<file path="config.mk">
export PLATFORM = sky130hd
export DESIGN_NAME = rv32i_instruction_encoder
export DESIGN_NICKNAME = d
export VERILOG_FILES = /design/src/rtl/rvenc_pkg.sv /design/src/rtl/rvenc_front.sv /design/src/rtl/rvenc_queue.sv /design/src/rtl/rvenc_back.sv /design/src/rtl/rv32i_instruction_encoder.sv
export SDC_FILE = /design/constraint.sdc
export NUM_CORES = 1
export LEC_CHECK = 0
export BUFFER_PORTS_ARGS = -buffer_cell sky130_fd_sc_hd__buf_4
export CAP_MARGIN = 20
export CORE_MARGIN = 2
export CORE_UTILIZATION = 54
export CTS_CLUSTER_DIAMETER = 150
export DETAILED_ROUTE_END_ITERATION = 6
export HOLD_SLACK_MARGIN = 0.15
export PLACE_DENSITY = 0.84
export SKIP_LAST_GASP = 1
export SYNTH_ARGS = -nofsm -noshare
export SYNTH_HDL_FRONTEND = slang
export SYNTH_SLANG_ARGS = --single-unit
</file>
<file path="constraint.sdc">
create_clock -name clk -period 4.36 [get_ports clk]
set_input_delay 0.654 -clock clk [delete_from_list [all_inputs] [get_ports clk]]
set_output_delay 0.654 -clock clk [all_outputs]
set_load 0.005 [all_outputs]
</file>
<file path="src/rtl/rvenc_pkg.sv">
// Package for the RV32I instruction encoder: format and mnemonic codes,
// opcode constants, queue entry type and the mnemonic lookup table.
// No dependencies.
package rvenc_pkg;

    typedef enum logic [3:0] {
        FMT_R,
        FMT_I,
        FMT_SH,
        FMT_S,
        FMT_B,
        FMT_U,
        FMT_J,
        FMT_NOP,
        FMT_MV,
        FMT_NOT
    } fmt_t;

    typedef enum logic [5:0] {
        MN_ADD, MN_SUB, MN_XOR, MN_OR, MN_AND, MN_SLL, MN_SRL, MN_SRA, MN_SLT, MN_SLTU,
        MN_ADDI, MN_XORI, MN_ORI, MN_ANDI, MN_SLLI, MN_SRLI, MN_SRAI, MN_SLTI, MN_SLTIU,
        MN_LB, MN_LH, MN_LW, MN_LBU, MN_LHU, MN_JALR,
        MN_SB, MN_SH, MN_SW,
        MN_BEQ, MN_BNE, MN_BLT, MN_BGE, MN_BLTU, MN_BGEU,
        MN_LUI, MN_AUIPC, MN_JAL, MN_NOP, MN_MV, MN_NOT
    } mnemonic_t;

    localparam logic [6:0]  OPC_OP      = 7'h33;
    localparam logic [6:0]  OPC_OP_IMM  = 7'h13;
    localparam logic [6:0]  OPC_LOAD    = 7'h03;
    localparam logic [6:0]  OPC_JALR    = 7'h67;
    localparam logic [6:0]  OPC_STORE   = 7'h23;
    localparam logic [6:0]  OPC_BRANCH  = 7'h63;
    localparam logic [6:0]  OPC_LUI     = 7'h37;
    localparam logic [6:0]  OPC_AUIPC   = 7'h17;
    localparam logic [6:0]  OPC_JAL     = 7'h6F;
    localparam logic [6:0]  F7_ZERO     = 7'h00;
    localparam logic [6:0]  F7_ALT      = 7'h20;
    localparam logic [31:0] NOP_WORD    = 32'h0000_0013;
    localparam logic [11:0] IMM_ONES    = 12'hFFF;
    localparam logic [31:0] WORD_STRIDE = 32'd4;

    typedef struct packed {
        fmt_t       fmt;
        logic [6:0] opcode;
        logic [2:0] f3;
        logic [6:0] f7;
    } enc_entry_t;

    // One beat as it travels from the front to the back
    typedef struct packed {
        logic        is_origin;
        enc_entry_t  enc;
        logic [4:0]  rd;
        logic [4:0]  rs1;
        logic [4:0]  rs2;
        logic [31:0] imm;
        logic [31:0] addr;
    } qentry_t;

    typedef struct packed {
        logic    valid;
        qentry_t entry;
    } push_t;

    function automatic enc_entry_t enc_lookup(input logic [5:0] mn);
        enc_entry_t e;
        e = '{fmt: FMT_NOP, opcode: OPC_OP_IMM, f3: 3'd0, f7: F7_ZERO};
        case (mn)
            MN_ADD:   e = '{FMT_R,   OPC_OP,     3'd0, F7_ZERO};
            MN_SUB:   e = '{FMT_R,   OPC_OP,     3'd0, F7_ALT};
            MN_XOR:   e = '{FMT_R,   OPC_OP,     3'd4, F7_ZERO};
            MN_OR:    e = '{FMT_R,   OPC_OP,     3'd6, F7_ZERO};
            MN_AND:   e = '{FMT_R,   OPC_OP,     3'd7, F7_ZERO};
            MN_SLL:   e = '{FMT_R,   OPC_OP,     3'd1, F7_ZERO};
            MN_SRL:   e = '{FMT_R,   OPC_OP,     3'd5, F7_ZERO};
            MN_SRA:   e = '{FMT_R,   OPC_OP,     3'd5, F7_ALT};
            MN_SLT:   e = '{FMT_R,   OPC_OP,     3'd2, F7_ZERO};
            MN_SLTU:  e = '{FMT_R,   OPC_OP,     3'd3, F7_ZERO};
            MN_ADDI:  e = '{FMT_I,   OPC_OP_IMM, 3'd0, F7_ZERO};
            MN_XORI:  e = '{FMT_I,   OPC_OP_IMM, 3'd4, F7_ZERO};
            MN_ORI:   e = '{FMT_I,   OPC_OP_IMM, 3'd6, F7_ZERO};
            MN_ANDI:  e = '{FMT_I,   OPC_OP_IMM, 3'd7, F7_ZERO};
            MN_SLLI:  e = '{FMT_SH,  OPC_OP_IMM, 3'd1, F7_ZERO};
            MN_SRLI:  e = '{FMT_SH,  OPC_OP_IMM, 3'd5, F7_ZERO};
            MN_SRAI:  e = '{FMT_SH,  OPC_OP_IMM, 3'd5, F7_ALT};
            MN_SLTI:  e = '{FMT_I,   OPC_OP_IMM, 3'd2, F7_ZERO};
            MN_SLTIU: e = '{FMT_I,   OPC_OP_IMM, 3'd3, F7_ZERO};
            MN_LB:    e = '{FMT_I,   OPC_LOAD,   3'd0, F7_ZERO};
            MN_LH:    e = '{FMT_I,   OPC_LOAD,   3'd1, F7_ZERO};
            MN_LW:    e = '{FMT_I,   OPC_LOAD,   3'd2, F7_ZERO};
            MN_LBU:   e = '{FMT_I,   OPC_LOAD,   3'd4, F7_ZERO};
            MN_LHU:   e = '{FMT_I,   OPC_LOAD,   3'd5, F7_ZERO};
            MN_JALR:  e = '{FMT_I,   OPC_JALR,   3'd0, F7_ZERO};
            MN_SB:    e = '{FMT_S,   OPC_STORE,  3'd0, F7_ZERO};
            MN_SH:    e = '{FMT_S,   OPC_STORE,  3'd1, F7_ZERO};
            MN_SW:    e = '{FMT_S,   OPC_STORE,  3'd2, F7_ZERO};
            MN_BEQ:   e = '{FMT_B,   OPC_BRANCH, 3'd0, F7_ZERO};
            MN_BNE:   e = '{FMT_B,   OPC_BRANCH, 3'd1, F7_ZERO};
            MN_BLT:   e = '{FMT_B,   OPC_BRANCH, 3'd4, F7_ZERO};
            MN_BGE:   e = '{FMT_B,   OPC_BRANCH, 3'd5, F7_ZERO};
            MN_BLTU:  e = '{FMT_B,   OPC_BRANCH, 3'd6, F7_ZERO};
            MN_BGEU:  e = '{FMT_B,   OPC_BRANCH, 3'd7, F7_ZERO};
            MN_LUI:   e = '{FMT_U,   OPC_LUI,    3'd0, F7_ZERO};
            MN_AUIPC: e = '{FMT_U,   OPC_AUIPC,  3'd0, F7_ZERO};
            MN_JAL:   e = '{FMT_J,   OPC_JAL,    3'd0, F7_ZERO};
            MN_NOP:   e = '{FMT_NOP, OPC_OP_IMM, 3'd0, F7_ZERO};
            MN_MV:    e = '{FMT_MV,  OPC_OP_IMM, 3'd0, F7_ZERO};
            MN_NOT:   e = '{FMT_NOT, OPC_OP_IMM, 3'd4, F7_ZERO};
            default:  e = '{FMT_NOP, OPC_OP_IMM, 3'd0, F7_ZERO};
        endcase
        return e;
    endfunction

endpackage

</file>
<file path="src/rtl/rvenc_front.sv">
// Front end of the RV32I encoder: accepts input beats, drops unknown
// mnemonics, classifies the rest and pushes them to the queue.
// Depends on rvenc_pkg.
module rvenc_front
    import rvenc_pkg::*;
(
    input  logic        item_valid,
    output logic        item_stall,
    input  logic        mode,
    input  logic [5:0]  mnemonic,
    input  logic [4:0]  dest_reg,
    input  logic [4:0]  src1_reg,
    input  logic [4:0]  src2_reg,
    input  logic [31:0] immediate,
    input  logic [31:0] address_value,
    input  logic        queue_full,
    output push_t       push
);

    logic known;

    always_comb
    begin
        known                 = (mnemonic <= MN_NOT);
        item_stall            = queue_full;
        // drop unknown mnemonics: accept the beat, push nothing
        push.valid            = item_valid && !queue_full && (mode || known);
        push.entry.is_origin  = mode;
        push.entry.enc        = enc_lookup(mnemonic);
        push.entry.rd         = dest_reg;
        push.entry.rs1        = src1_reg;
        push.entry.rs2        = src2_reg;
        push.entry.imm        = immediate;
        push.entry.addr       = address_value;
    end

endmodule

</file>
<file path="src/rtl/rvenc_queue.sv">
// Short FIFO between the front and back of the RV32I encoder.
// Depends on rvenc_pkg.
module rvenc_queue
    import rvenc_pkg::*;
#(
    parameter int DEPTH = 4
)
(
    input  logic    clk,
    input  logic    rst_n,
    input  push_t   push,
    output logic    full,
    input  logic    pop,
    output logic    not_empty,
    output qentry_t head
);

    localparam int PTR_W = $clog2(DEPTH);
    localparam int CNT_W = $clog2(DEPTH + 1);

    qentry_t            entries [DEPTH];
    logic [PTR_W-1:0]   wr_ptr_reg, wr_ptr_next;
    logic [PTR_W-1:0]   rd_ptr_reg, rd_ptr_next;
    logic [CNT_W-1:0]   count_reg,  count_next;

    assign full      = (count_reg == CNT_W'(DEPTH));
    assign not_empty = (count_reg != '0);
    assign head      = entries[rd_ptr_reg];

    always_comb
    begin
        wr_ptr_next = wr_ptr_reg;
        rd_ptr_next = rd_ptr_reg;
        count_next  = count_reg;
        if (push.valid)
        begin
            wr_ptr_next = (wr_ptr_reg == PTR_W'(DEPTH - 1)) ? '0 : wr_ptr_reg + 1'b1;
        end
        if (pop)
        begin
            rd_ptr_next = (rd_ptr_reg == PTR_W'(DEPTH - 1)) ? '0 : rd_ptr_reg + 1'b1;
        end
        if (push.valid && !pop)
        begin
            count_next = count_reg + 1'b1;
        end
        else if (!push.valid && pop)
        begin
            count_next = count_reg - 1'b1;
        end
    end

    always_ff @(posedge clk or negedge rst_n)
    begin
        if (!rst_n)
        begin
            wr_ptr_reg <= '0;
            rd_ptr_reg <= '0;
            count_reg  <= '0;
        end
        else
        begin
            wr_ptr_reg <= wr_ptr_next;
            rd_ptr_reg <= rd_ptr_next;
            count_reg  <= count_next;
        end
    end

    always_ff @(posedge clk)
    begin
        if (push.valid)
        begin
            entries[wr_ptr_reg] <= push.entry;
        end
    end

endmodule

</file>
<file path="src/rtl/rvenc_back.sv">
// Back end of the RV32I encoder: owns the location counter, computes
// branch/jump offsets, packs the instruction word and holds the result register.
// Depends on rvenc_pkg.
module rvenc_back
    import rvenc_pkg::*;
(
    input  logic        clk,
    input  logic        rst_n,
    input  logic        queue_not_empty,
    input  qentry_t     head,
    output logic        pop,
    output logic        result_valid,
    input  logic        result_stall,
    output logic [31:0] instruction_word,
    output logic [31:0] word_address,
    output logic        status
);

    logic [31:0] counter_reg, counter_next;
    logic        valid_reg,   valid_next;
    logic [31:0] word_reg,    word_next;
    logic [31:0] addr_reg,    addr_next;
    logic        status_reg,  status_next;

    logic        slot_free;
    logic [31:0] off;
    logic [31:0] word;
    logic        odd;

    assign slot_free        = !valid_reg || !result_stall;
    assign pop              = queue_not_empty && slot_free;
    assign result_valid     = valid_reg;
    assign instruction_word = word_reg;
    assign word_address     = addr_reg;
    assign status           = status_reg;

    // Pack the word for the head entry
    always_comb
    begin
        off  = head.addr - counter_reg;
        odd  = 1'b0;
        word = '0;
        case (head.enc.fmt)
            FMT_R:
                word = {head.enc.f7, head.rs2, head.rs1, head.enc.f3, head.rd,
                        head.enc.opcode};
            FMT_I:
                word = {head.imm[11:0], head.rs1, head.enc.f3, head.rd, head.enc.opcode};
            FMT_SH:
                word = {head.enc.f7, head.imm[4:0], head.rs1, head.enc.f3, head.rd,
                        head.enc.opcode};
            FMT_S:
                word = {head.imm[11:5], head.rs2, head.rs1, head.enc.f3, head.imm[4:0],
                        head.enc.opcode};
            FMT_B:
            begin
                odd  = off[0];
                word = {off[12], off[10:5], head.rs2, head.rs1, head.enc.f3, off[4:1],
                        off[11], head.enc.opcode};
            end
            FMT_U:
                word = {head.imm[19:0], head.rd, head.enc.opcode};
            FMT_J:
            begin
                odd  = off[0];
                word = {off[20], off[10:1], off[11], off[19:12], head.rd, head.enc.opcode};
            end
            FMT_NOP:
                word = NOP_WORD;
            FMT_MV:
                word = {12'd0, head.rs1, head.enc.f3, head.rd, head.enc.opcode};
            FMT_NOT:
                word = {IMM_ONES, head.rs1, head.enc.f3, head.rd, head.enc.opcode};
            default:
                word = '0;
        endcase
        if (odd)
        begin
            word = '0;
        end
    end

    always_comb
    begin
        counter_next = counter_reg;
        valid_next   = valid_reg;
        word_next    = word_reg;
        addr_next    = addr_reg;
        status_next  = status_reg;
        if (slot_free)
        begin
            valid_next = pop && !head.is_origin;
        end
        if (pop)
        begin
            if (head.is_origin)
            begin
                counter_next = head.addr;
            end
            else
            begin
                word_next   = word;
                addr_next   = counter_reg;
                status_next = odd;
                // hold the counter on an odd offset
                if (!odd)
                begin
                    counter_next = counter_reg + WORD_STRIDE;
                end
            end
        end
    end

    always_ff @(posedge clk or negedge rst_n)
    begin
        if (!rst_n)
        begin
            counter_reg <= '0;
            valid_reg   <= 1'b0;
        end
        else
        begin
            counter_reg <= counter_next;
            valid_reg   <= valid_next;
        end
    end

    always_ff @(posedge clk)
    begin
        word_reg   <= word_next;
        addr_reg   <= addr_next;
        status_reg <= status_next;
    end

endmodule

</file>
<file path="src/rtl/rv32i_instruction_encoder.sv">
// Top level of the RV32I instruction encoder: front end, queue and back end.
// Depends on rvenc_pkg, rvenc_front, rvenc_queue and rvenc_back.
//
// Usage:
//   Input channel (item_valid / item_stall) carries one beat per instruction
//   or origin directive. mode = 1 loads address_value into the location
//   counter and yields no result. mode = 0 encodes the mnemonic; an index
//   above the last mnemonic is accepted and dropped.
//   Output channel (result_valid / result_stall) carries the encoded word,
//   the counter value at which it lies and a status bit. An odd branch or
//   jal offset gives word zero, status 1, and leaves the counter where it is.
//   Path: an accepted beat is written into the queue and moves on into the
//   result register when the back end is free; result_valid rises as it loads.
//   Throughput: one beat per cycle while the receiver does not stall, set by
//   the back end that pops one queue entry and packs one word per cycle.
//   Stall: when the receiver stalls, the result register holds, the back end
//   stops popping and the queue of QUEUE_DEPTH entries absorbs new beats;
//   item_stall rises only once the queue is full.
//   Reset: rst_n clears the counter to zero, empties the queue and drops any
//   pending result.
module rv32i_instruction_encoder
    import rvenc_pkg::*;
#(
    parameter int QUEUE_DEPTH = 4   // 2..16
)
(
    input  logic        clk,
    input  logic        rst_n,
    input  logic        item_valid,
    output logic        item_stall,
    input  logic        mode,
    input  logic [5:0]  mnemonic,
    input  logic [4:0]  dest_reg,
    input  logic [4:0]  src1_reg,
    input  logic [4:0]  src2_reg,
    input  logic [31:0] immediate,
    input  logic [31:0] address_value,
    output logic        result_valid,
    input  logic        result_stall,
    output logic [31:0] instruction_word,
    output logic [31:0] word_address,
    output logic        status
);

    push_t   push;
    logic    queue_full;
    logic    queue_not_empty;
    logic    pop;
    qentry_t head;

    // Classify and filter incoming beats
    rvenc_front u_front (
        .item_valid    (item_valid),
        .item_stall    (item_stall),
        .mode          (mode),
        .mnemonic      (mnemonic),
        .dest_reg      (dest_reg),
        .src1_reg      (src1_reg),
        .src2_reg      (src2_reg),
        .immediate     (immediate),
        .address_value (address_value),
        .queue_full    (queue_full),
        .push          (push)
    );

    // Decouple front from back so each side stalls on its own
    rvenc_queue #(
        .DEPTH (QUEUE_DEPTH)
    ) u_queue (
        .clk       (clk),
        .rst_n     (rst_n),
        .push      (push),
        .full      (queue_full),
        .pop       (pop),
        .not_empty (queue_not_empty),
        .head      (head)
    );

    // Advance the location counter and emit encoded words
    rvenc_back u_back (
        .clk              (clk),
        .rst_n            (rst_n),
        .queue_not_empty  (queue_not_empty),
        .head             (head),
        .pop              (pop),
        .result_valid     (result_valid),
        .result_stall     (result_stall),
        .instruction_word (instruction_word),
        .word_address     (word_address),
        .status           (status)
    );

endmodule

</file>
=== Word-level counts from Yosys, hierarchy flattened ===
Memories as Yosys holds them, arrays and structs flattened.
Cells that the tools add are included.

* Bits in registers: 105
* Latch bits: 0
* Memory bits (writable): 404
* Memory bits (read-only): 832
* Input bits: 90
* Output and inout bits: 67
* Word-level logic and storage cells: 61
* Memories kept: 2

{| class="wikitable"
|+ Memories
! name !! words !! bits a word !! rd ports !! clocked after memory_dff !! wr ports !! RTL line !! text
|-
| (name not given) || 64 || 13 || 1 || 0 || 0 || rvenc_pkg.sv:69 || <nowiki>case (mn)</nowiki>
|-
| u_queue.entries || 4 || 101 || 1 || 0 || 1 || rvenc_queue.sv:21 || <nowiki>qentry_t entries [DEPTH];</nowiki>
|}

* Add/sub/neg operators: 6
* Multiply operators: 0
* Divide/modulo/power cells: 0
* Magnitude comparators: 1
* Equality and inequality tests: 13
* Shift-type cells: 0
* Mux-type cells: 10
* Bitwise logic cells: 1
* Reduce and logical (&&, ||, !) cells: 20

{| class="wikitable"
|+ Operators by type and width
! kind !! count
|-
| case mux 32 bit (10 select lines) || 1
|-
| 2-to-1 mux 32 bit || 2
|-
| adder 32 x 3 -> 32 bit (second input constant) || 1
|-
| subtractor 21 bit || 1
|-
| equality test 4 x 3 -> 1 bit (second input constant) || 4
|-
| equality test 4 x 2 -> 1 bit (second input constant) || 2
|-
| equality test 4 bit (second input constant) || 2
|-
| <= comparator 6 bit (second input constant) || 1
|-
| logical AND 1 bit || 6
|-
| logical NOT 1 bit || 6
|-
| 2-to-1 mux 3 bit || 2
|-
| adder 2 x 1 -> 2 bit (second input constant) || 2
|-
| equality test 2 bit (second input constant) || 2
|-
| equality test 4 x 1 -> 1 bit (second input constant) || 1
|-
| logical NOT 4 bit || 1
|-
| 2-to-1 mux 2 bit || 2
|-
| AND reduction 2 bit || 2
|-
| adder 3 x 1 -> 3 bit (second input constant) || 1
|-
| equality test 3 bit (second input constant) || 1
|-
| 2-to-1 mux 1 bit || 3
|-
| nonzero test 3 bit || 1
|-
| subtractor 3 x 1 -> 3 bit (second input constant) || 1
|-
| logical OR 1 bit || 2
|-
| inequality test 2 x 1 -> 1 bit (second input constant) || 1
|-
| other kinds (3) || 3
|}

=== Logic depth before layout (Yosys ltp) ===
Gate-level depths: netlist of the first run.

* Word-level depth: 8
* Mapped depth: 17
* Depth with buffers taken out: 12

=== Modules after synthesis ===
From an unflattened synthesis of the first run, not the netlist that was laid out.

* Cell total of the unflattened synthesis: 1382
* Area total of the unflattened synthesis: 22361.4 µm²

{| class="wikitable"
|+ Modules (own cells, without submodules)
! module !! times used !! cells each !! area an instance (µm²) !! seq. area each (µm²)
|-
| rvenc_queue || 1 || 565 || 15060.7 || 12306.8
|-
| rvenc_back || 1 || 630 || 5993.2 || 2777.7
|-
| rvenc_front || 1 || 187 || 1307.5 || 0.0
|}

=== Worst setup path after synthesis of the first run ===
Ideal clock, no wire load.

* Kind: register to register
* From: register u_queue.rd_ptr_reg[1]
* To: register u_back.word_reg[10], in the netlist u_back.instruction_word[10], enable pin
* Data arrival time: 4.192 ns
* Data required time: 3.872 ns
* Slack: -0.320 ns
* Cell stages (with the launch flop): 7
* Period minus slack after synthesis: 4.680 ns
* Cell sequence: dfrtp_1 buf_2 buf_2 mux2_2 o21a_1 clkbuf_1 nor2_1

* Word-level cells in the longest chain between the ends: 3

{| class="wikitable"
|+ Ends and longest elaborated chain
! what !! RTL line !! text
|-
| from (decl) || rvenc_queue.sv:23 || <nowiki>logic [PTR_W-1:0] rd_ptr_reg, rd_ptr_next;</nowiki>
|-
| from (signal assigned) || rvenc_queue.sv:64 || <nowiki>rd_ptr_reg <= rd_ptr_next;</nowiki>
|-
| memory read (4 x 101 bit) || n/a ||
|-
| NOT 1 bit (no source line) || n/a ||
|-
| AND reduction 2 bit (no source line) || n/a ||
|-
| to (signal assigned) || rvenc_back.sv:130 || <nowiki>word_reg <= word_next;</nowiki>
|-
| to (decl) || rvenc_back.sv:21 || <nowiki>logic [31:0] word_reg, word_next;</nowiki>
|}

Every way passes these cells.
A chain may end at the register's enable or synchronous reset.

=== Final worst setup path of the first run ===
* From: register u_queue.rd_ptr_reg[0]
* To: register u_back.word_reg[17], in the netlist u_back.instruction_word[17] (data pin)

* Word-level cells in the longest chain between the ends: 4

{| class="wikitable"
|+ Ends and longest elaborated chain
! what
|-
| memory read (4 x 101 bit) *
|-
| parallel branches: the longest is 3 deep, another holds subtractor 21 bit
|}

Mark *: on every way between the ends.

==> results.cfg, run 1 <==
[outcome]
status = complete, no violations

[power]
p_leak_uw = 0.00765
powerDensity_nw_per_um2 = 795
peakVddDrop_v = 0.000371

[finish]
drive_gt1_share_pct = 24.1
layout_common_cells = 388 x edfxtp_1, 162 x buf_4, 91 x a21oi_1
final_common_cell = edfxtp_1
final_util_pct = 64.1
largest_reg_flops = 324
stdcell_count = 1839
fin_nets = 1485
syn_to_final_growth_pct = 16.5
diodes = 0

[clock_network]
clock-root-buffer = clkbuf_16
clock-sinks = 428
clkTransAtPathRegs_ns = 0.06
cts_tree = yes
cts_inserted_buffers = 42
postCtsSetupRepairBufs = 0
worstSkewPairLatency_ns = 0.54
cts_max_path_buffers = 3
htreeDepth = 2

[floorplanning]
die_w_um = 189
die_h_um = 189
placementRows = 67
start_util_pct = 55.0
pin_count = 157
core-area_um2 = 33700
dieArea_um2 = 35800

[critical_path]
worstPathArrival_ns = 4.13
worst-endpoint-required_ns = 4.63
cp_common_cell = a21oi_1
path_cells = mux4_2, ha_1, a21oi_1, nand2_1, a21oi_1, nor3_1, a2111oi_1, buf_4, o311ai_0, xnor2_1, o22ai_1
slowest_stage = dfrtp_4
crit_family = compound AO/OA/AOI/OAI gates
endpoint_kind = register
slowest_delay_ns = 0.65
crit_buf_inv = 1
crit_path_max_fanout = 18
startpoint_type = register
crit_type = reg2reg

[synthesis]
synth_edf_count = 388
synth_area_per_cell_um2 = 15.4
yosys_warnings = 0
synth-seq-cells = 428
async_flop_share_pct = 9.35
netlist_area_um2 = 18500
synthDistinctLibCells = 68
synthCells = 1204
ys_seq_area_share_pct = 68.3
synth_nets = 1332
ys.flop_type = edfxtp_1

[grt]
grt_max_degree = 57
grt_usage_pct = 24.1
grt_pass1_vias = 11100
globalRoute.totalOverflow = 0
grt_pass1_wl_mm = 65.4
antenna_found_initial = 0

[routing]
drtAntennaViolNets = 0
drt-vias-per-instance = 6.16
wire_per_inst_um = 23.4
first_iter_violations = 1283
wl_mm = 43.0
dr.pass1.iters = 5
drcViolationCount = 0
vias = 11300

[placement]
place_ws_ns = 0.528
dp.cells = 1760
hpwl_mm = 28.2
portBuffers = 144
routabilityCongestion = 0.941

[sta]
setup_viol = 0
setup_ws_ns = 0.498
finalSetupTns_ns = 0
rsz0062_at_grt = no
fin_crit_sh_pct = 88.6
fmax_mhz = 259
slew_headroom_pct = 25.9
drv_slew = 0
finalClockSkew_ns = 0.0173
hold_violations = 0
fin_crit_ns = 3.86
max_slew.worst_pin.slew_ns = 1.11

[run]
drv_cap = 0

[min_path]
hold_class = in2reg
[layout make-up]
class / instances / area (um^2)
clock buffer: 50 / 1080
clock inverter: 28 / 290
fill: 2353 / 12100
inverter: 36 / 135
multi-input combinational: 680 / 5520
sequential: 428 / 12700
tap: 448 / 561
timing repair buffer: 169 / 1350
[metal layers]
layer	GRT usage, %	share of wire, %	vias up
met2	38.4	48	553
met3	4.37	7.7	93
li1	-	-	5027
met1	34.6	42	5661
met4	6.77	2.5	0
met5	0	0	-
[cells by family after synthesis]
group           Yosys count  synth area share, %
fa+ha+maj                38                 2.65
buf+inv                  96                 2.15
xor+xnor                 21                0.992
simple gates            251                 6.44
flops                   428                 68.3
compound gates          276                 9.08
mux                      94                 10.4
[cells in the mapped netlist (4+ instances only)]
library cell | instances | area share [%]
a211oi_1 | 8 | 0.32
a21o_1 | 12 | 0.49
a21oi_1 | 92 | 2.5
a22oi_1 | 22 | 0.89
a31oi_1 | 8 | 0.27
a32oi_1 | 6 | 0.28
and2_1 | 7 | 0.24
and3_1 | 7 | 0.24
buf_2 | 15 | 0.40
clkbuf_1 | 38 | 0.77
dfrtp_1 | 40 | 5.4
edfxtp_1 | 388 | 63
ha_1 | 36 | 2.4
inv_1 | 36 | 0.73
mux2_2 | 6 | 0.36
mux2i_1 | 9 | 0.49
mux4_2 | 79 | 9.6
nand2_1 | 86 | 1.7
nand2b_1 | 6 | 0.20
nand3_1 | 19 | 0.51
nand4_1 | 9 | 0.30
nor2_1 | 75 | 1.5
nor2b_1 | 16 | 0.54
nor3_1 | 6 | 0.16
o211ai_1 | 4 | 0.16
o21a_1 | 6 | 0.24
o21ai_0 | 56 | 1.5
o21ai_1 | 15 | 0.40
o22ai_1 | 12 | 0.40
o31ai_1 | 4 | 0.16
xnor2_1 | 17 | 0.80
xor2_1 | 4 | 0.19
[power by group]
part           leakage (uW)  internal, uW  switching [uW]
clock              0.000675          2090            1510
combinational       0.00294          2960            4280
sequential          0.00404          5770             565
[worst paths after layout]
kind / startpoint / end / slack, ns / depth (start not counted)
worst max register to register: u_queue.rd_ptr_reg[0] / u_back.instruction_word[17] / 0.50 / 11
min in group asynchronous: rst_n / u_back.counter_reg[30] / 0.65 / 2
worst min register to register: u_back.counter_reg[22] / u_back.word_address[22] / 0.48 / 0
worst max-delay path: u_queue.rd_ptr_reg[0] / u_back.instruction_word[17] / 0.50 / 11
max in group asynchronous: rst_n / u_queue.rd_ptr_reg[0] / 3.27 / 2
worst min-delay path: address_value[26] / u_queue.entries[3][26] / 0.31 / 1
[timing repair]
item                                   4_1_cts  5_1_grt
endpoints found under the hold margin       40        0
resized for setup                            0        0
hold buffers                                 1        0
[metrics by stage]
step / power [uW] / hold slack [ns] / instance area, um^2
floorplan: 11000 / 0.358 / 18500
global placement: 13400 / 0.465 / 20200
detailed placement: 13500 / 0.457 / 20200
CTS: 17200 / 0.293 / 21600
global route: 18000 / 0.299 / 21600
finish: 17200 / 0.312 / 21600
Note: power is estimated with default switching activity, not from simulation.
==> run 2, diff against run 1 <==
--- a/config.mk
+++ b/config.mk
@@ -9,7 +9,7 @@
 export CAP_MARGIN = 20
 export CORE_MARGIN = 2
 export CORE_UTILIZATION = 54
-export CTS_CLUSTER_DIAMETER = 150
+export CTS_CLUSTER_DIAMETER = 30
 export DETAILED_ROUTE_END_ITERATION = 6
 export HOLD_SLACK_MARGIN = 0.15
 export PLACE_DENSITY = 0.84
==> constraint.sdc (replaced) <==
create_clock -name clk -period 4.36 [get_ports clk]
set_input_delay 1.308 -clock clk [delete_from_list [all_inputs] [get_ports clk]]
set_output_delay 1.308 -clock clk [all_outputs]
set_load 0.005 [all_outputs]
==> run 2 against run 1 <==
  * Routed wire length is 7.7% higher
  * Clock-buffer cell count is 35 higher
  * Maximum frequency is 0.45% lower
  * Largest cell class unchanged
  * Utilization is 3.6 points higher
  * First-iteration DRC count is 33% higher
  * Critical path depth stayed put
  * Cell area is 5.7% higher
==> results.cfg, run 2 (synthesized netlist as in run 1, its figures left out) <==
[routing]
dr.pass1.iters = 5
drcViolationCount = 0
drtAntennaViolNets = 0
drt-vias-per-instance = 6.28
wl_mm = 46.3
vias = 12000
wire_per_inst_um = 24.3
first_iter_violations = 1708

[critical_path]
worstPathArrival_ns = 4.18
crit_start = u_queue.rd_ptr_reg[0]
endpoint_kind = register
r2r-start = u_queue.rd_ptr_reg[0]
rr_worst_depth = 11
startpoint_type = register
crit_type = reg2reg
worst-endpoint-required_ns = 4.66
crit_path_max_fanout = 14

[finish]
multi_input_area_um2 = 5520
final_common_cell = edfxtp_1
layout_common_cells = 388 x edfxtp_1, 174 x buf_4, 91 x a21oi_1
final_util_pct = 67.7
finalInstanceArea_um2 = 22800
largest_reg_flops = 324
syn_to_final_growth_pct = 23.1
seq_area_um2 = 12700
fillCellCount = 2176
fin_nets = 1526
diodes = 0
drive_gt1_share_pct = 27.3

[sta]
finalClockSkew_ns = 0.0326
slew_headroom_pct = 28.8
fin_crit_sh_pct = 89.0
hold_violations = 0
fmax_mhz = 258
fin_crit_ns = 3.88
drv_slew = 0
rsz0062_at_grt = no
finalSetupTns_ns = 0
setup_viol = 0
max_slew.worst_pin.slew_ns = 1.06

[clock_network]
htreeDepth = 3
cts_tree = yes
ctsHoldBuffers = 0
clkTransAtPathRegs_ns = 0.05
clock-root-buffer = clkbuf_16
worstSkewPairLatency_ns = 0.59
cts_max_path_buffers = 3
clock-sinks = 428
ctsResizeCount = 0
postCtsSetupRepairBufs = 0
cts_inserted_buffers = 72

[placement]
portBuffers = 144
placed_cell_area_um2 = 20300
routabilityCongestion = 0.916
hpwl_mm = 29.1

[floorplanning]
core-area_um2 = 33700
start_util_pct = 55.0
placementRows = 67
die_h_um = 189
dieArea_um2 = 35800
pin_count = 157
die_w_um = 189

[grt]
grt_usage_pct = 26.1
grt_max_degree = 52
globalRoute.totalOverflow = 0
antenna_found_initial = 0
grt_pass1_wl_mm = 70.0
grt_pass1_vias = 11700

[min_path]
min-delay-start = u_back.counter_reg[22]
hold_path_depth = 0
hold_class = reg2reg

[power]
powerDensity_nw_per_um2 = 859
peakVddDrop_v = 0.000386
p_leak_uw = 0.00823

[outcome]
status = complete, no violations

[run]
drv_cap = 0
-- run 2: cell types whose count changed in the layout (fill, tap and decap cells not counted), moves of 3 or more --
cell        change
clkbuf_1        +3
bufinv_16       +5
buf_4          +12
clkinvlp_4      +6
clkinv_2        -5
inv_6           +5
clkbuf_16      +30
-- run 2: metal layers --
metal | vias to the layer above | part of all wire (%) | track usage (%)
met3 | 121 | 10 | 5.43
li1 | 5142 | - | -
met2 | 834 | 48 | 41.1
met4 | 0 | 2.8 | 8.77
met1 | 5871 | 39 | 36.9
met5 | - | 0 | 0
-- run 2: metrics by stage --
stage                     setup WS (ns)  hold slack [ns]  power, uW  cells
after floorplan                   0.284            0.423      11000   1204
after global placement            0.572            0.469      13400   1772
after detailed placement          0.561            0.456      13600   1772
after CTS                         0.509            0.489      19500   1905
after global routing              0.266            0.499      20400   1905
final                             0.480            0.489      19600   1905
-- run 2: critical path, cell delays in order, from the launching register on --
cell       delay (ns)
dfrtp_4          0.61
mux4_2           0.63
ha_1             0.39
a21oi_1          0.26
nand2_1          0.08
a21oi_1          0.35
nor3_1           0.13
a2111oi_1        0.40
buf_4            0.19
o311ai_0         0.17
xnor2_1          0.23
o22ai_1          0.16
-- run 2: where the power goes --
part	switching [uW]	total [uW]	internal, uW
Clock	2060	5790	3730
Combinational	4450	7430	2980
Sequential	593	6380	5780
-- run 2: cell type report --
class                      instances  area share [%]
clock inverter                    48            2.84
inverter                          36           0.592
clock buffer                      85            8.20
tap                              448            2.46
timing repair buffer             180            6.25
sequential                       428            55.5
multi-input combinational        680            24.2
-- run 2: worst paths after layout --
kind	endpoint	slack (ns)
max reg2reg	u_back.instruction_word[17]	0.48
min	u_back.word_address[22]	0.49
max	u_back.instruction_word[17]	0.48
min reg2reg	u_back.word_address[22]	0.49
min in group asynchronous	u_back.result_valid	0.72
max in group asynchronous	u_queue.rd_ptr_reg[0]	3.19
==> run 3, diff against run 2 <==
--- a/config.mk
+++ b/config.mk
@@ -6,13 +6,13 @@
 export NUM_CORES = 1
 export LEC_CHECK = 0
 export BUFFER_PORTS_ARGS = -buffer_cell sky130_fd_sc_hd__buf_4
-export CAP_MARGIN = 20
+export CAP_MARGIN = 0
 export CORE_MARGIN = 2
-export CORE_UTILIZATION = 54
+export CORE_UTILIZATION = 45
 export CTS_CLUSTER_DIAMETER = 30
 export DETAILED_ROUTE_END_ITERATION = 6
 export HOLD_SLACK_MARGIN = 0.15
-export PLACE_DENSITY = 0.84
+export PLACE_DENSITY = 0.71
 export SKIP_LAST_GASP = 1
 export SYNTH_ARGS = -nofsm -noshare
 export SYNTH_HDL_FRONTEND = slang
==> constraint.sdc (replaced) <==
create_clock -name clk -period 3.7 [get_ports clk]
set_input_delay 1.11 -clock clk [delete_from_list [all_inputs] [get_ports clk]]
set_output_delay 1.11 -clock clk [all_outputs]
set_load 0.005 [all_outputs]
==> run 3 against run 2 <==
  * Clock skew is 0.011 ns lower
  * Clock power is 30% higher
  * Sequential power is 17% higher
  * Critical endpoint is now u_back.instruction_word[18]
  * Clock-buffer cell count is 9 higher
  * Non-clock buffer count is 20 higher
  * Sequential cell count stayed put
  * Power is 22% higher
  * Worst hold slack worse by 0.018 ns
  * Routed wire length is 1.6% lower
  * Highest routed layer is now met5
  * First-iteration DRC count is 29% lower
  * Critical path type unchanged
==> results.cfg, run 3 (synthesized netlist as in run 1, its figures left out) <==
[floorplanning]
placementRows = 74
die_h_um = 207
pin_count = 157
die_w_um = 207
start_util_pct = 45.5
dieArea_um2 = 42800
core-area_um2 = 40700

[clock_network]
clock-root-buffer = clkbuf_16
clkTransAtPathRegs_ns = 0.05
worstSkewPairLatency_ns = 0.60
cts_inserted_buffers = 82
htreeDepth = 3
cts_tree = yes
cts_max_path_buffers = 3
clock-sinks = 428

[sta]
fin_crit_sh_pct = 94.3
rsz0062_at_grt = yes
slew_headroom_pct = 47.5
finalClockSkew_ns = 0.0213
drv_slew = 0
fmax_mhz = 287
setup_viol = 0
hold_violations = 0
fin_crit_ns = 3.49
holdWs_ns = 0.472
max_slew.worst_pin.slew_ns = 0.787
setup_ws_ns = 0.211

[power]
total_power_uw = 24000
seqPwrFrac_pct = 31.1
p_clk_share_pct = 31.5
switchingPower_uw = 8470
powerDensity_nw_per_um2 = 1020
p_leak_uw = 0.00853
peakVddDrop_v = 0.000484
p_int_uw = 15500
combPwrFrac_pct = 37.4
sw_frac_of_total_pct = 35.4

[grt]
globalRoute.totalOverflow = 0
grt_max_degree = 44
antenna_found_initial = 3
grt_pass1_vias = 11600
grt_usage_pct = 21.6
grt_pass1_wl_mm = 68.7

[routing]
wl_met2_mm = 21.7
top_layer_used = met5
drt-vias-per-instance = 5.75
dr.pass1.iters = 7
wl_mm = 45.6
first_iter_violations = 1211
vias = 11700
wl_met3_mm = 3.37
drcViolationCount = 0
wire_per_inst_um = 22.4
drtAntennaViolNets = 0
met1_length_mm = 19.6

[placement]
place_ws_ns = 0.224
hpwl_mm = 30.3
dp.cells = 1872
routabilityCongestion = 0.903
portBuffers = 144
placed_cell_area_um2 = 20600

[critical_path]
crit_type = reg2reg
startpoint_type = register
rrSetupSlack_ns = 0.21
worstPathArrival_ns = 3.92
crit_path_max_fanout = 18
endpoint_kind = register
worst-endpoint-required_ns = 4.13

[run]
drv_cap = 0

[finish]
drive_gt1_share_pct = 29.6
largest_reg_flops = 324
layout_common_cells = 388 x edfxtp_1, 190 x buf_4, 90 x a21oi_1
finalInstanceArea_um2 = 23500
final_common_cell = edfxtp_1
syn_to_final_growth_pct = 27.0
stdcell_count = 2031
fin_nets = 1556

[min_path]
hold_class = reg2reg

[outcome]
status = complete, no violations
[run 3: changes by cell type in the layout (fill, tap and decap cells not counted), sizes merged]
cell / delta
buf: +20
clkinv: +10
clkbuf: +9
clkinvlp: +3
inv: -2
bufinv: +1
diode: +1
[run 3: power by group through the flow]
stage / logic, uW / clock network [uW] / registers, uW
floorplan: 5710 / 0 / 7310
global placement: 8690 / 0 / 7470
detailed placement: 8790 / 0 / 7520
CTS: 8890 / 7630 / 7460
global route: 9720 / 7890 / 7550
finish: 8970 / 7550 / 7450
[run 3: per-stage QoR]
step / utilization [%] / setup TNS [ns]
after detailed placement: 50.5 / 0
final: 57.8 / 0
after global routing: 57.8 / -0.0427
after CTS: 57.7 / 0
after floorplan: - / 0
after global placement: 50.5 / 0
[run 3: critical path, cell delays in order (launching register included)]
cell,delay [ns]
dfrtp_4,0.56
buf_12,0.23
mux4_2,0.58
ha_1,0.44
a21oi_1,0.23
nor2b_1,0.07
a41oi_1,0.15
a21bo_2,0.28
a311oi_1,0.32
xnor2_1,0.18
nand2_1,0.08
a21oi_1,0.20
[run 3: repair_timing]
action                     CTS  global route
hold buffers                 0             0
setup endpoints to repair    0             3
gates resized for setup      0             1
setup buffers                0             4
[run 3: area by class of cell]
cell class | count | area, um^2
timing repair buffer | 200 | 1630
tap | 532 | 666
multi-input combinational | 680 | 5540
antenna | 1 | 2.50
sequential | 428 | 12700
fill | 3073 | 17200
clock buffer | 94 | 2120
inverter | 36 | 135
clock inverter | 60 | 787
[run 3: worst paths after layout]
path                                        start  cells past startpoint                           to
min in group asynchronous                   rst_n                      1         u_queue.count_reg[2]
setup / recovery            u_queue.rd_ptr_reg[0]                     11  u_back.instruction_word[18]
hold reg to reg            u_back.counter_reg[22]                      0      u_back.word_address[22]
setup reg to reg            u_queue.rd_ptr_reg[0]                     11  u_back.instruction_word[18]
max in group asynchronous                   rst_n                      1        u_queue.rd_ptr_reg[0]
hold / removal             u_back.counter_reg[22]                      0      u_back.word_address[22]
[run 3: routing by layer]
layer,vias up,global-route usage (%)
li1,5207,-
met1,5900,30.7
met2,492,33.5
met3,73,4.43
met4,2,6.97
met5,-,0
